--- config.mk ---
export PLATFORM = sky130hd
export DESIGN_NAME = key_press_defer_filter_unit_flat
export DESIGN_NICKNAME = d
export VERILOG_FILES = /design/src/hw/rtl/kpdf_pkg.sv /design/src/hw/rtl/kpdf_if.sv /design/src/hw/rtl/kpdf_core.sv /design/src/hw/rtl/kpdf_fifo.sv /design/src/hw/rtl/key_press_defer_filter_unit.sv /design/src/flat_wrapper.sv
export SDC_FILE = /design/constraint.sdc
export NUM_CORES = 1
export LEC_CHECK = 0
export BUFFER_PORTS_ARGS = -buffer_cell sky130_fd_sc_hd__buf_2
export CAP_MARGIN = 0
export CORE_MARGIN = 2
export CORE_UTILIZATION = 35
export DETAILED_ROUTE_END_ITERATION = 8
export PLACE_DENSITY_LB_ADDON = 0.15
export SLEW_MARGIN = 20
export SYNTH_ARGS = -nofsm -noshare
export SYNTH_HDL_FRONTEND = slang
export SYNTH_HIERARCHICAL = 1
export SYNTH_SLANG_ARGS = --single-unit
--- constraint.sdc ---
create_clock -name clock -period 11.3 [get_ports clock]
set_clock_uncertainty 0.1 [all_clocks]
set_input_delay 3.39 -clock clock [delete_from_list [all_inputs] [get_ports clock]]
set_output_delay 3.39 -clock clock [all_outputs]
set_load 0.01 [all_outputs]
--- src/hw/rtl/kpdf_pkg.sv ---
// key press defer filter: shared constants, codes and types
// no dependencies; compiled first

package kpdf_pkg;

   // field widths of the channel words
   localparam int ACTION_W   = 2;
   localparam int POS_W      = 6;
   localparam int AGE_W      = 10;
   localparam int WINDOW_W   = 10;
   localparam int MODS_W     = 7;

   // configuration port
   localparam int CSR_IDX_W  = 1;
   localparam int CSR_DATA_W = 64;

   // defaults for the top level parameters
   localparam int NUM_POSITIONS_DEF = 64;
   localparam int TIMER_BITS_DEF    = 10;

   // result queue, power of two
   localparam int RSP_FIFO_DEPTH = 8;
   localparam int RSP_PTR_W      = $clog2(RSP_FIFO_DEPTH);
   localparam int RSP_CNT_W      = RSP_PTR_W + 1;

   localparam logic [WINDOW_W-1:0] DEFER_WINDOW_RESET = WINDOW_W'(50);
   localparam logic [MODS_W-1:0]   MODS_MAX           = '1;

   typedef enum logic [ACTION_W-1:0] {
      ACT_PRESS   = 2'd0,
      ACT_RELEASE = 2'd1,
      ACT_TICK    = 2'd2,
      ACT_NONE    = 2'd3
   } action_type;

   typedef enum logic [CSR_IDX_W-1:0] {
      CSR_DEFER_WINDOW  = 1'd0,
      CSR_MODIFIER_MASK = 1'd1
   } csr_index_type;

   typedef struct packed {
      logic [ACTION_W-1:0] action;
      logic [POS_W-1:0]    position;
      logic [AGE_W-1:0]    age;
   } req_item_type;

   typedef struct packed {
      logic [POS_W-1:0] out_position;
      logic             out_pressed;
      logic             last;
   } rsp_word_type;

   // words produced by one item, first goes out first
   typedef struct packed {
      logic [1:0]   count;
      rsp_word_type first;
      rsp_word_type second;
   } rsp_push_type;

endpackage

--- src/hw/rtl/kpdf_if.sv ---
// key press defer filter: request and response channel interfaces
// depends on kpdf_pkg for field widths

interface kpdf_req_if import kpdf_pkg::*; ();
   logic                valid;
   logic                ready;
   logic [ACTION_W-1:0] action;
   logic [POS_W-1:0]    position;
   logic [AGE_W-1:0]    age;

   modport source (output valid, action, position, age, input ready);
   modport sink   (input valid, action, position, age, output ready);
endinterface

interface kpdf_rsp_if import kpdf_pkg::*; ();
   logic             valid;
   logic             ready;
   logic [POS_W-1:0] out_position;
   logic             out_pressed;
   logic             last;

   modport source (output valid, out_position, out_pressed, last, input ready);
   modport sink   (input valid, out_position, out_pressed, last, output ready);
endinterface

--- src/hw/rtl/kpdf_core.sv ---
// key press defer filter: input register, filter state and event decision
// depends on kpdf_pkg; feeds kpdf_fifo with up to two words per item

module kpdf_core import kpdf_pkg::*; #(
   parameter int NUM_POSITIONS = NUM_POSITIONS_DEF,
   parameter int TIMER_BITS    = TIMER_BITS_DEF
) (
   input  logic                     clock,
   input  logic                     reset,
   input  logic                     take,
   input  req_item_type             item,
   input  logic [WINDOW_W-1:0]      defer_window,
   input  logic [NUM_POSITIONS-1:0] modifier_mask,
   output logic                     item_valid,
   output rsp_push_type             push
);

   localparam int IDX_W = (NUM_POSITIONS > 1) ? $clog2(NUM_POSITIONS) : 1;
   localparam int SAT_W = (TIMER_BITS > WINDOW_W) ? TIMER_BITS : WINDOW_W;
   localparam logic [SAT_W-1:0] COUNT_MAX = SAT_W'((1 << TIMER_BITS) - 1);

   req_item_type          item_ff;
   logic                  item_valid_ff;
   logic                  buf_valid_ff, buf_valid_in;
   logic [POS_W-1:0]      buf_pos_ff, buf_pos_in;
   logic [TIMER_BITS-1:0] countdown_ff, countdown_in;
   logic [MODS_W-1:0]     mods_ff, mods_in;

   logic                  in_range;
   logic                  is_mod;
   logic [WINDOW_W-1:0]   remain;
   logic [SAT_W-1:0]      remain_wide;
   logic [TIMER_BITS-1:0] countdown_load;
   logic                  flush_valid;
   logic                  ev_valid;
   logic                  ev_pressed;
   rsp_word_type          flush_word;
   rsp_word_type          ev_word;

   always_ff @(posedge clock) begin
      if (reset) begin
         item_valid_ff <= 1'b0;
      end else begin
         item_valid_ff <= take;
      end
      if (take) begin
         item_ff <= item;
      end
   end

   always_ff @(posedge clock) begin
      if (reset) begin
         buf_valid_ff <= 1'b0;
         buf_pos_ff   <= '0;
         countdown_ff <= '0;
         mods_ff      <= '0;
      end else begin
         buf_valid_ff <= buf_valid_in;
         buf_pos_ff   <= buf_pos_in;
         countdown_ff <= countdown_in;
         mods_ff      <= mods_in;
      end
   end

   // positions past the mask are regular keys
   assign in_range = ({1'b0, item_ff.position} < (POS_W + 1)'(NUM_POSITIONS));
   assign is_mod   = in_range && modifier_mask[item_ff.position[IDX_W-1:0]];

   assign remain         = defer_window - item_ff.age;
   assign remain_wide    = SAT_W'(remain);
   assign countdown_load = (remain_wide > COUNT_MAX) ? '1 : remain_wide[TIMER_BITS-1:0];

   always_comb begin
      buf_valid_in = buf_valid_ff;
      buf_pos_in   = buf_pos_ff;
      countdown_in = countdown_ff;
      mods_in      = mods_ff;
      flush_valid  = 1'b0;
      ev_valid     = 1'b0;
      ev_pressed   = 1'b0;
      if (item_valid_ff) begin
         unique case (action_type'(item_ff.action))
            ACT_PRESS: begin
               ev_valid   = 1'b1;
               ev_pressed = 1'b1;
               if (is_mod) begin
                  if (mods_ff != MODS_MAX) begin
                     mods_in = mods_ff + 1'b1;
                  end
                  if (buf_valid_ff) begin
                     countdown_in = TIMER_BITS'(1);
                  end
               end else begin
                  // any buffered press goes out first
                  flush_valid  = buf_valid_ff;
                  buf_valid_in = 1'b0;
                  if (buf_valid_ff) begin
                     countdown_in = '0;
                  end
                  if (mods_ff == '0 && item_ff.age < defer_window) begin
                     ev_valid     = 1'b0;
                     buf_valid_in = 1'b1;
                     buf_pos_in   = item_ff.position;
                     countdown_in = countdown_load;
                  end
               end
            end
            ACT_RELEASE: begin
               ev_valid = 1'b1;
               if (is_mod) begin
                  if (mods_ff != '0) begin
                     mods_in = mods_ff - 1'b1;
                  end
               end else if (buf_valid_ff && buf_pos_ff == item_ff.position) begin
                  flush_valid  = 1'b1;
                  buf_valid_in = 1'b0;
                  countdown_in = '0;
               end
            end
            ACT_TICK: begin
               if (buf_valid_ff) begin
                  if (countdown_ff <= TIMER_BITS'(1)) begin
                     flush_valid  = 1'b1;
                     buf_valid_in = 1'b0;
                     countdown_in = '0;
                  end else begin
                     countdown_in = countdown_ff - 1'b1;
                  end
               end
            end
            ACT_NONE: begin
            end
            default: begin
            end
         endcase
      end
   end

   always_comb begin
      flush_word.out_position = buf_pos_ff;
      flush_word.out_pressed  = 1'b1;
      flush_word.last         = !ev_valid;
      ev_word.out_position    = item_ff.position;
      ev_word.out_pressed     = ev_pressed;
      ev_word.last            = 1'b1;
      push.count  = 2'(flush_valid) + 2'(ev_valid);
      push.first  = flush_valid ? flush_word : ev_word;
      push.second = ev_word;
   end

   assign item_valid = item_valid_ff;

endmodule

--- src/hw/rtl/kpdf_fifo.sv ---
// key press defer filter: result queue, two writes and one read per cycle
// depends on kpdf_pkg; drives the response channel

module kpdf_fifo import kpdf_pkg::*; (
   input  logic                 clock,
   input  logic                 reset,
   input  rsp_push_type         push,
   output logic [RSP_CNT_W-1:0] level,
   kpdf_rsp_if.source           rsp_chan
);

   rsp_word_type             entry_ff [RSP_FIFO_DEPTH];
   logic [RSP_PTR_W-1:0]     wr_ptr_ff, wr_ptr_in;
   logic [RSP_PTR_W-1:0]     rd_ptr_ff, rd_ptr_in;
   logic [RSP_CNT_W-1:0]     count_ff, count_in;
   logic [RSP_PTR_W-1:0]     wr_ptr_next;
   logic                     pop;
   rsp_word_type             head;

   assign wr_ptr_next = wr_ptr_ff + 1'b1;
   assign pop         = rsp_chan.valid && rsp_chan.ready;
   assign wr_ptr_in   = wr_ptr_ff + RSP_PTR_W'(push.count);
   assign rd_ptr_in   = rd_ptr_ff + RSP_PTR_W'(pop);
   assign count_in    = count_ff + RSP_CNT_W'(push.count) - RSP_CNT_W'(pop);

   always_ff @(posedge clock) begin
      if (reset) begin
         wr_ptr_ff <= '0;
         rd_ptr_ff <= '0;
         count_ff  <= '0;
      end else begin
         wr_ptr_ff <= wr_ptr_in;
         rd_ptr_ff <= rd_ptr_in;
         count_ff  <= count_in;
      end
   end

   always_ff @(posedge clock) begin
      if (push.count != 2'd0) begin
         entry_ff[wr_ptr_ff] <= push.first;
      end
      if (push.count == 2'd2) begin
         entry_ff[wr_ptr_next] <= push.second;
      end
   end

   assign head                  = entry_ff[rd_ptr_ff];
   assign rsp_chan.valid        = (count_ff != '0);
   assign rsp_chan.out_position = head.out_position;
   assign rsp_chan.out_pressed  = head.out_pressed;
   assign rsp_chan.last         = head.last;
   assign level                 = count_ff;

endmodule

--- src/hw/rtl/key_press_defer_filter_unit.sv ---
// key press defer filter, top level: config registers, core and result queue
// depends on kpdf_pkg, kpdf_if, kpdf_core and kpdf_fifo
//
//  channel   | dir | payload                             | handshake
//  ----------+-----+-------------------------------------+--------------------
//  req_chan  | in  | action, position, age               | valid / ready
//  rsp_chan  | out | out_position, out_pressed, last     | valid / ready
//  csr_*     | in  | csr_index, csr_wdata                | csr_we, no wait
//
// one word is accepted per cycle while req ready is high; it is held in the input register,
// is decided against the filter state, and its zero to two result words land
// in an eight entry result queue, which feeds rsp_chan from its head entry
// req ready follows the queue level and the input register only, so a stalled
// rsp side never reaches req ready in the same cycle; ready drops when the
// queue could not take two more words from each item in flight
// reset is synchronous: buffer, countdown, modifier count and queue clear,
// defer window returns to 50 ticks and the modifier mask to zero

module key_press_defer_filter_unit import kpdf_pkg::*; #(
   parameter int NUM_POSITIONS = NUM_POSITIONS_DEF,
   parameter int TIMER_BITS    = TIMER_BITS_DEF
) (
   input  logic                  clock,
   input  logic                  reset,
   kpdf_req_if.sink              req_chan,
   kpdf_rsp_if.source            rsp_chan,
   input  logic                  csr_we,
   input  logic [CSR_IDX_W-1:0]  csr_index,
   input  logic [CSR_DATA_W-1:0] csr_wdata
);

   // config registers
   logic [WINDOW_W-1:0]      defer_window_ff;
   logic [NUM_POSITIONS-1:0] modifier_mask_ff;

   // core and queue hookup
   logic                     take;
   logic                     item_valid;
   req_item_type             item;
   rsp_push_type             push;
   logic [RSP_CNT_W-1:0]     level;
   logic [RSP_CNT_W:0]       level_worst;

   always_ff @(posedge clock) begin
      if (reset) begin
         defer_window_ff  <= DEFER_WINDOW_RESET;
         modifier_mask_ff <= '0;
      end else if (csr_we) begin
         unique case (csr_index_type'(csr_index))
            CSR_DEFER_WINDOW:  defer_window_ff  <= csr_wdata[WINDOW_W-1:0];
            CSR_MODIFIER_MASK: modifier_mask_ff <= csr_wdata[NUM_POSITIONS-1:0];
            default: begin
            end
         endcase
      end
   end

   // worst case fill: queue level, plus two for the item in the input register
   assign level_worst = {1'b0, level} + (item_valid ? (RSP_CNT_W + 1)'(2) : '0);
   // room for that plus two more from a word taken now
   assign req_chan.ready = (level_worst <= (RSP_CNT_W + 1)'(RSP_FIFO_DEPTH - 2));
   assign take           = req_chan.valid && req_chan.ready;

   assign item.action   = req_chan.action;
   assign item.position = req_chan.position;
   assign item.age      = req_chan.age;

   kpdf_core #(
      .NUM_POSITIONS (NUM_POSITIONS),
      .TIMER_BITS    (TIMER_BITS)
   ) u_core (
      .clock         (clock),
      .reset         (reset),
      .take          (take),
      .item          (item),
      .defer_window  (defer_window_ff),
      .modifier_mask (modifier_mask_ff),
      .item_valid    (item_valid),
      .push          (push)
   );

   kpdf_fifo u_fifo (
      .clock    (clock),
      .reset    (reset),
      .push     (push),
      .level    (level),
      .rsp_chan (rsp_chan)
   );

endmodule
--- src/flat_wrapper.sv ---
// flat-port wrapper written by rule: the top's interface ports become plain ports
module key_press_defer_filter_unit_flat import kpdf_pkg::*;
#(
   parameter int NUM_POSITIONS = NUM_POSITIONS_DEF,
   parameter int TIMER_BITS    = TIMER_BITS_DEF
)
  (clock, reset, csr_we, csr_index, csr_wdata, req_chan_valid, req_chan_action, req_chan_position, req_chan_age, req_chan_ready, rsp_chan_valid, rsp_chan_out_position, rsp_chan_out_pressed, rsp_chan_last, rsp_chan_ready);
  kpdf_req_if req_chan_i ();
  kpdf_rsp_if rsp_chan_i ();
  input  logic clock;
  input  logic reset;
  input  logic csr_we;
  input  logic [CSR_IDX_W-1:0] csr_index;
  input  logic [CSR_DATA_W-1:0] csr_wdata;
  input wire logic [$bits(req_chan_i.valid)-1:0] req_chan_valid;
  input wire logic [$bits(req_chan_i.action)-1:0] req_chan_action;
  input wire logic [$bits(req_chan_i.position)-1:0] req_chan_position;
  input wire logic [$bits(req_chan_i.age)-1:0] req_chan_age;
  output wire logic [$bits(req_chan_i.ready)-1:0] req_chan_ready;
  output wire logic [$bits(rsp_chan_i.valid)-1:0] rsp_chan_valid;
  output wire logic [$bits(rsp_chan_i.out_position)-1:0] rsp_chan_out_position;
  output wire logic [$bits(rsp_chan_i.out_pressed)-1:0] rsp_chan_out_pressed;
  output wire logic [$bits(rsp_chan_i.last)-1:0] rsp_chan_last;
  input wire logic [$bits(rsp_chan_i.ready)-1:0] rsp_chan_ready;
  assign req_chan_i.valid = req_chan_valid;
  assign req_chan_i.action = req_chan_action;
  assign req_chan_i.position = req_chan_position;
  assign req_chan_i.age = req_chan_age;
  assign req_chan_ready = req_chan_i.ready;
  assign rsp_chan_valid = rsp_chan_i.valid;
  assign rsp_chan_out_position = rsp_chan_i.out_position;
  assign rsp_chan_out_pressed = rsp_chan_i.out_pressed;
  assign rsp_chan_last = rsp_chan_i.last;
  assign rsp_chan_i.ready = rsp_chan_ready;
  key_press_defer_filter_unit #(.NUM_POSITIONS(NUM_POSITIONS), .TIMER_BITS(TIMER_BITS)) u_core (.clock(clock), .reset(reset), .req_chan(req_chan_i), .rsp_chan(rsp_chan_i), .csr_we(csr_we), .csr_index(csr_index), .csr_wdata(csr_wdata));
endmodule
== After elaboration in Yosys (flattened, before gate mapping) ==
Memory sizes are Yosys's and may differ from the RTL's. A register that Yosys moved wholly into a read port is not among the register bits.
Cells that the tools add are included.

* Register bits: 127
* Bits in writable memories: 64
* Input bits: 88
* Memories: 1

* Add/sub/neg operators: 11
* Order comparisons: 5
* Equal/unequal tests: 15
* Mux-type cells: 44
* Bitwise logic cells: 2
* Reductions and logical operators: 18

{| class="wikitable"
|+ Memories
! memory !! depth !! bits a word !! read ports !! clocked after memory_dff !! wr ports !! RTL line !! source
|-
| u_core.u_fifo.entry_ff || 8 || 8 || 1 || 1 || 2 || kpdf_fifo.sv:12 || <nowiki>rsp_word_type entry_ff [RSP_FIFO_DEPTH];</nowiki>
|}

{| class="wikitable"
|+ Operators with widths
! kind !! count
|-
| $mux 10 || 9
|-
| $pmux 10 s3 || 1
|-
| $mux 7 || 4
|-
| $mux 1 || 22
|-
| $ne 2x2->1 const B || 8
|-
| $pmux 7 s2 || 1
|-
| $gt 10x10->1 const B || 1
|-
| $le 10x1->1 const B || 1
|-
| $lt 10x10->1 || 1
|-
| $sub 10x1->10 const B || 1
|-
| $sub 10x10->10 || 1
|-
| $mux 8 || 1
|-
| $add 7x1->7 const B || 1
|-
| $logic_not 7->1 || 1
|-
| $lt 6x7->1 const B || 1
|-
| $ne 7x7->1 const B || 1
|-
| $reduce_and 7->1 || 1
|-
| $reduce_bool 7->1 || 1
|-
| $sub 7x1->7 const B || 1
|-
| $bmux 1 s6 || 1
|-
| $eq 6x6->1 || 1
|-
| $ne 3x3->1 const B || 2
|-
| $pmux 1 s3 || 2
|-
| $reduce_and 6->1 || 1
|-
| 23 further kinds || 30
|}

== Logic depth before layout (Yosys ltp) ==
Gate-level depths: netlist of the first run.

* Depth after elaboration: 10
* Mapped depth: 18
* Depth with buffers taken out: 18

== Hierarchy ==
Netlist of the first run, hierarchy kept.

{| class="wikitable"
|+ By module, submodules not included
! module !! instances !! cells each !! area an instance (µm²) !! sequential area each (µm²)
|-
| kpdf_fifo || 1 || 241 || 3935.0 || 2122.0
|-
| kpdf_core || 1 || 385 || 3508.4 || 1041.0
|-
| key_press_defer_filter_unit || 1 || 333 || 2834.0 || 1481.4
|}

== Worst setup path after synthesis of the first run ==
No wires, ideal clock.

* Path kind: register to output
* Start: reg u_core/u_fifo/rd_ptr_ff[1] (netlist name)
* End: out rsp_chan_out_position[0]
* Arrival: 1.430 ns
* Required time: 7.810 ns
* Setup slack: 6.380 ns
* Stages on the path, launching flop included: 5
* Path buffers: 2
* Cells stage by stage: dfxtp_1 -> buf_6 -> buf_6 -> mux4_1 -> mux2_2

{| class="wikitable"
|+ RTL lines
! what !! RTL line !! source
|-
| end: declaration || flat_wrapper.sv:21 || <nowiki>output wire logic [$bits(rsp_chan_i.out_position)-1:0] rsp_chan_out_position;</nowiki>
|}

==> flow_metrics.tcl, run 1 <==
set metrics [dict create \
    power.leakage_nw 4.35 \
    nets 1151 \
    synthTopCellsByCount "169 x nand2_1, 109 x dfxtp_1, 82 x edfxtp_1" \
    cts.sinks 191 \
    slew_violations 0 \
    post_cts_buffers 0 \
    final.fill_count 2834 \
    critical_path_class "reg -> out" \
    grt_pass1_wl_um 40300 \
    setup_viol 0 \
    synth_top_area_share 0.240 \
    powerDensity_nw_per_um2 156 \
    grt_max_degree 65 \
    synth_top_area_cell "edfxtp_1" \
    die_h_um 175 \
    wl_met2_um 11600 \
    coreArea_um2 28800 \
    netlist_instances 959 \
    cap_violations 0 \
    post_drt_wl_per_cell_um 17.7 \
    cts_resized 0 \
    syn_nets 1084 \
    setup_ws_ns 5.35 \
    numPortBuffers 97 \
    placed_cell_area_um2 10900 \
    grt_usage 0.168 \
    drcViolationCount 0 \
    synthArstFlopShare 0 \
    clk_pin_slew_ns 0.08 \
    cts_tree "built" \
    num_antenna_cells 0 \
    yosysMostFrequentCell "nand2_1" \
    cp.arrival_ns 2.46 \
    cts_root_buffer "clkbuf_16" \
    ys_types 78 \
    dpl.hpwl_um 17400 \
    placed_cells 1391 \
    grt_overflow_total 0 \
    final_util 0.400 \
    synth_ff_type "dfxtp_1" \
    die-area_um2 30800 \
    status "finished, final reports clean" \
    period_share 0.527 \
    drt_iter0_drc 361 \
    syn_avg_cell_area_um2 10.7 \
    fin_crit_ns 5.95 \
    finalHoldViolations 0 \
    fmax_mhz 168 \
    synth_warnings 6 \
    wl_met1_um 12200 \
    p_int_w 0.00124 \
    combPwrFrac 0.220 \
    ys_seq_elements 191 \
    highest_layer "met4" \
    vias_per_cell 5.05 \
    areaGrowthSynthToFinish_pct 12.1 \
    ant_nets 0 \
    cts_made_buffers 17 \
    synth-seq-area-share 0.452 \
    clockBufferDepth 2 \
    clk_latency_ns 0.43 \
    regArea_um2 4640 \
    cp-end-kind "output pin" \
    peakVddDrop_v 0.0000914 \
    relSlewSlack 0.265 \
    yosys-top-cells-area "edfxtp_1 24%, dfxtp_1 21%, mux2_2 8.7%, nand2_1 6.2%, ha_1 4.0%" \
    wl_met3_um 974 \
    cts.htree.levels 4 \
    power_switching_w 0.000561 \
    syn_area_um2 10300 \
    finalWirelength_um 25200 \
    sw_frac_of_total 0.311 \
    rsz0062_at_grt "no" \
    drive_gt1_frac 0.286 \
    initial_core_util 0.357 \
    cp_max_fo 17 \
    grt_pass1_vias 7207 \
    ios 98 \
    die_width_um 175 \
    synth_edf_count 82 \
    vias 7183 \
    critPathLaunchType "flop" \
    place_ws_ns 5.78 \
    gp_congestion 0.807 \
    antenna_found_initial 0 \
    min_path_type "reg -> reg" \
    seqPwrFrac 0.452 \
    worstPathRequired_ns 7.81 \
    multi_input_area_um2 5140 \
    p_clk_frac 0.328 \
    instances_no_fill 1423 \
    worst_pin_slew_ns 1.10 \
    drt-pass1-iter-count 5 \
    final_area_um2 11500 \
    tns_ns 0 \
    rows 62 \
    cts_hold_buf 0 \
]
## final cells by class
class,instances,area share
multi-input cells,674,0.447
flip-flops and latches,191,0.403
repair buffers,103,0.0463
well taps,384,0.0417
clock buffers,18,0.0373
inverters,39,0.0127
clock inverters,14,0.0122
## power groups by stage
stage	Sequential [W]	Clock, W	Combinational (W)
CTS	0.000815	0.000609	0.000400
global placement	0.000831	0	0.000395
global route	0.000821	0.000635	0.000445
finish	0.000814	0.000591	0.000396
detailed placement	0.000831	0	0.000398
floorplan	0.000800	0	0.000324
## sequential cells by signal, indices dropped and copies added (netlist names)
| signal | cells |
|---|---|
| u_core/u_core/mods_ff | 7 |
| u_core/modifier_mask_ff | 64 |
| u_core/defer_window_ff | 10 |
| u_core/u_core/item_ff | 12 |
| u_core/u_fifo/rd_ptr_ff | 3 |
| u_core/u_core/buf_valid_ff | 1 |
| u_core/u_fifo/level | 4 |
| u_core/u_core/countdown_ff | 10 |
| u_core/u_core/buf_pos_ff | 6 |
| u_core/u_fifo/entry_ff | 64 |
| u_core/u_core/push | 6 |
| u_core/u_core/item_valid | 1 |
| u_core/u_fifo/wr_ptr_ff | 3 |
## metal layers
layer,vias up,global-route usage
met5,-,0
met4,0,0.0510
met3,20,0.0325
met2,161,0.271
met1,3445,0.229
li1,3557,-
## stage by stage
stage / power, W / hold slack [ns]
floorplan: 0.00112 / 0.336
global placement: 0.00123 / 0.342
detailed placement: 0.00123 / 0.346
CTS: 0.00183 / 0.355
global route: 0.00190 / 0.374
finish: 0.00180 / 0.353
## final timing paths
| path | cells after the start | to | start | slack [ns] |
|---|---|---|---|---|
| worst max-delay path | 3 | rsp_chan_out_position[0] | u_core/u_fifo/rd_ptr_ff[1]$_SDFF_PP0_ | 5.35 |
| worst min-delay path | 2 | u_core/modifier_mask_ff[11]$_SDFFE_PP0P_ | u_core/modifier_mask_ff[11]$_SDFFE_PP0P_ | 0.35 |
| worst min register to register | 2 | u_core/modifier_mask_ff[11]$_SDFFE_PP0P_ | u_core/modifier_mask_ff[11]$_SDFFE_PP0P_ | 0.35 |
| worst max register to register | 11 | u_core/u_fifo/entry_ff[7][2]$_DFFE_PP_ | u_core/u_core/push[4]$_DFFE_PP_ | 6.39 |
## cells in the final DEF, fill, tap and decap left out, drive strengths merged, types with 3 or more instances in the layout
| cell | instances |
|---|---|
| o211ai | 3 |
| a21oi | 101 |
| nand3 | 15 |
| nand4 | 8 |
| nor2b | 12 |
| nand3b | 4 |
| nor3b | 4 |
| inv | 46 |
| a21o | 3 |
| and2 | 6 |
| or2 | 4 |
| mux2i | 41 |
| mux4 | 16 |
| nor2 | 44 |
| edfxtp | 82 |
| ha | 33 |
| fa | 4 |
| nor3 | 10 |
| a21boi | 3 |
| o31ai | 6 |
| xnor2 | 16 |
| nand2 | 175 |
| dfxtp | 109 |
| nand2b | 7 |
| a211oi | 8 |
| clkbuf | 18 |
| mux2 | 79 |
| buf | 103 |
| o22ai | 4 |
| o21ai | 13 |
| a22oi | 13 |
| xor2 | 10 |
| clkinv | 5 |
## logic make-up after synthesis
kind of cell | count (synthesis) | synth area share
XOR/XNOR | 26 | 0.0236
multiplexers | 136 | 0.167
other | 1 | 0.000365
AO/OA/AOI/OAI | 171 | 0.118
buffers and inverters | 94 | 0.0517
AND/OR/NAND/NOR | 303 | 0.139
adder cells (fa/ha/maj) | 37 | 0.0480
flip-flops | 191 | 0.452
## worst max-delay path, cell delays in order, from the launching register on
cell     delay (ns)
dfxtp_1        0.94
mux4_1         0.64
mux2_2         0.29
buf_2          0.15
Note: power is estimated with default switching activity, not from simulation.
==> run 2, diff against run 1 <==
--- a/config.mk
+++ b/config.mk
@@ -5,6 +5,7 @@
 export SDC_FILE = /design/constraint.sdc
 export NUM_CORES = 1
 export LEC_CHECK = 0
+export ABC_AREA = 1
 export BUFFER_PORTS_ARGS = -buffer_cell sky130_fd_sc_hd__buf_2
 export CAP_MARGIN = 0
 export CORE_MARGIN = 2
==> constraint.sdc (replaced) <==
create_clock -name clock -period 5.15 [get_ports clock]
set_clock_uncertainty 0.1 [all_clocks]
set_input_delay 1.545 -clock clock [delete_from_list [all_inputs] [get_ports clock]]
set_output_delay 1.545 -clock clock [all_outputs]
set_load 0.01 [all_outputs]
==> run 2 against run 1 <==
Compared with the run above: sequential power is 120% higher; wire length rose by 15%; via count grew 31%; combinational power rose to 3.1 times the previous value; utilization shrank 0.48 points; synthesized cell count up 56%; setup slack worse by 4.5 ns; sequential share of layout area down 2.1 points; largest cell class unchanged; highest routed layer unchanged.
==> flow_metrics.tcl, run 2 <==
set metrics [dict create \
    status "finished, final reports clean" \
    instances_no_fill 1939 \
    fmax_mhz 232 \
    synth_top_area_share 0.224 \
    ys_seq_elements 191 \
    min_path_type "reg -> reg" \
    placed_cells 1907 \
    setup_viol 0 \
    syn_avg_cell_area_um2 7.37 \
    grt_pass1_wl_um 46700 \
    finalWirelength_um 29000 \
    synthArstFlopShare 0 \
    total_power_w 0.00447 \
    multi_input_area_um2 5140 \
    nets 1655 \
    ios 98 \
    synth_ff_type "dfxtp_1" \
    grt_usage 0.179 \
    final_common_cell "nand2_1" \
    syn_area_um2 11000 \
    netlist_instances 1493 \
    cap_violations 0 \
    yosys-top-cells-area "edfxtp_1 22%, dfxtp_1 20%, nand2_1 13%, nor2_1 7.3%, nand3_1 5.5%" \
    synth_edf_count 82 \
    gp_congestion 0.820 \
    drt_iter0_drc 633 \
    cts.htree.levels 4 \
    cts_root_buffer "clkbuf_16" \
    relSlewSlack 0.311 \
    drt-pass1-iter-count 5 \
    cp_max_fo 27 \
    cts.sinks 191 \
    cts_tree "built" \
    synthTopCellsByCount "391 x nand2_1, 213 x nor2_1, 151 x inv_1" \
    grt_overflow_total 0 \
    syn_nets 1618 \
    slew_violations 0 \
    period_share 0.837 \
    finalHoldViolations 0 \
    drcViolationCount 0 \
    num_antenna_cells 0 \
    drive_gt1_frac 0.116 \
    post_cts_buffers 0 \
    cp.arrival_ns 4.29 \
    ys_types 42 \
    rows 64 \
    antenna_found_initial 0 \
    clockBufferDepth 2 \
    coreArea_um2 30700 \
    dpl.hpwl_um 20400 \
    initial_core_util 0.358 \
    grt_pass1_vias 8835 \
    die-area_um2 32900 \
    cts_hold_buf 0 \
    areaGrowthSynthToFinish_pct 10.5 \
    clk_latency_ns 0.46 \
    ant_nets 0 \
    cts_made_buffers 17 \
    power.leakage_nw 5.59 \
    die_width_um 181 \
    critPathLaunchType "flop" \
    synth_top_area_cell "edfxtp_1" \
    synth-seq-area-share 0.422 \
    powerDensity_nw_per_um2 367 \
    top_regs "u_core/modifier_mask_ff: 64 flops, u_core/u_fifo/entry_ff: 64 flops, u_core/u_core/item_ff: 12 flops" \
    whs_ns 0.386 \
    cp-end-kind "flop" \
    clk_pin_slew_ns 0.09 \
    cts_resized 0 \
    critical_path_class "reg -> reg" \
    yosysMostFrequentCell "nand2_1" \
    worst_pin_slew_ns 1.03 \
    peakVddDrop_v 0.000230 \
    regArea_um2 4640 \
    rsz0062_at_grt "no" \
    fin_crit_ns 4.31 \
    synth_warnings 6 \
    grt_max_degree 75 \
    post_drt_wl_per_cell_um 14.9 \
    vias_per_cell 4.85 \
    numPortBuffers 97 \
    worstPathRequired_ns 5.13 \
    final.fill_count 3283 \
    vias 9402 \
    final_cell_mix "391 x nand2_1, 212 x nor2_1, 151 x inv_1" \
    die_h_um 181 \
    tns_ns 0 \
]
## run 2: cell count changes after synthesis, sizes merged, moves of 60 or more
cell / change
inv: +119
nor2: +171
mux2: -79
nand2: +225
nand3: +118
nand4: +60
o21ai: +92
a21oi: -60
## run 2: cell families (layout without fill, tap and decap cells)
group           after synthesis  after routing  synth area share
compound gates              154            154            0.0722
xor+xnor                     25             25            0.0199
fa+ha+maj                    37             37            0.0448
buf+inv                     256            306             0.111
flops                       191            191             0.422
other cells                   1              1          0.000341
simple gates                829            829             0.330
## run 2: critical path, stage by stage (launching register included)
cell,delay [ns]
edfxtp_1,0.47
buf_4,0.32
nand2_1,0.09
nand3_1,0.10
nand3_1,0.07
nand2_1,0.09
nand2_1,0.05
nand3_1,0.12
nand3_2,0.16
nand2_4,0.14
inv_2,0.05
nand3_1,0.07
nand3_2,0.15
nand2_2,0.17
inv_1,0.08
ha_1,0.34
inv_1,0.09
nand2_2,0.11
nor2_8,0.40
nand3_4,0.20
o21ai_1,0.53
## run 2: area by class of cell
cell class | count | area share
multi-input cells | 1046 | 0.423
clock buffers | 17 | 0.0350
well taps | 396 | 0.0408
inverters | 161 | 0.0502
repair buffers | 113 | 0.0498
clock inverters | 15 | 0.0190
flip-flops and latches | 191 | 0.382
## run 2: layer usage
| layer | GRT usage | vias to the layer above | part of all wire |
|---|---|---|---|
| li1 | - | 4898 | - |
| met2 | 0.301 | 204 | 0.47 |
| met1 | 0.239 | 4273 | 0.47 |
| met3 | 0.0296 | 27 | 0.042 |
| met5 | 0 | - | 0 |
| met4 | 0.0442 | 0 | 0.014 |
## run 2: final timing paths
check / startpoint / end / slack (ns) / cells after the start
worst max-delay path: u_core/u_core/push[2]$_DFFE_PP_ / u_core/u_fifo/entry_ff[4][3]$_DFFE_PP_ / 0.84 / 20
worst min-delay path: u_core/modifier_mask_ff[57]$_SDFFE_PP0P_ / u_core/modifier_mask_ff[57]$_SDFFE_PP0P_ / 0.39 / 2
worst max register to register: u_core/u_core/push[2]$_DFFE_PP_ / u_core/u_fifo/entry_ff[4][3]$_DFFE_PP_ / 0.84 / 20
worst min register to register: u_core/modifier_mask_ff[57]$_SDFFE_PP0P_ / u_core/modifier_mask_ff[57]$_SDFFE_PP0P_ / 0.39 / 2
## run 2: metrics by stage
| step | instance area (um^2) | utilization | setup slack, ns |
|---|---|---|---|
| finish | 12200 | 0.395 | 0.837 |
| global route | 12200 | 0.395 | 0.428 |
| CTS | 12200 | 0.395 | 0.877 |
| detailed placement | 11500 | 0.374 | 0.912 |
| global placement | 11500 | 0.374 | 0.829 |
| floorplan | 11000 | - | 1.66 |
## run 2: where the power goes
part / switching (W) / leakage, nW / internal (W)
registers: 0.0000868 / 1.66 / 0.00171
clock network: 0.000735 / 0.316 / 0.000698
logic: 0.000839 / 3.61 / 0.000404
total: 0.00166 / 5.59 / 0.00281
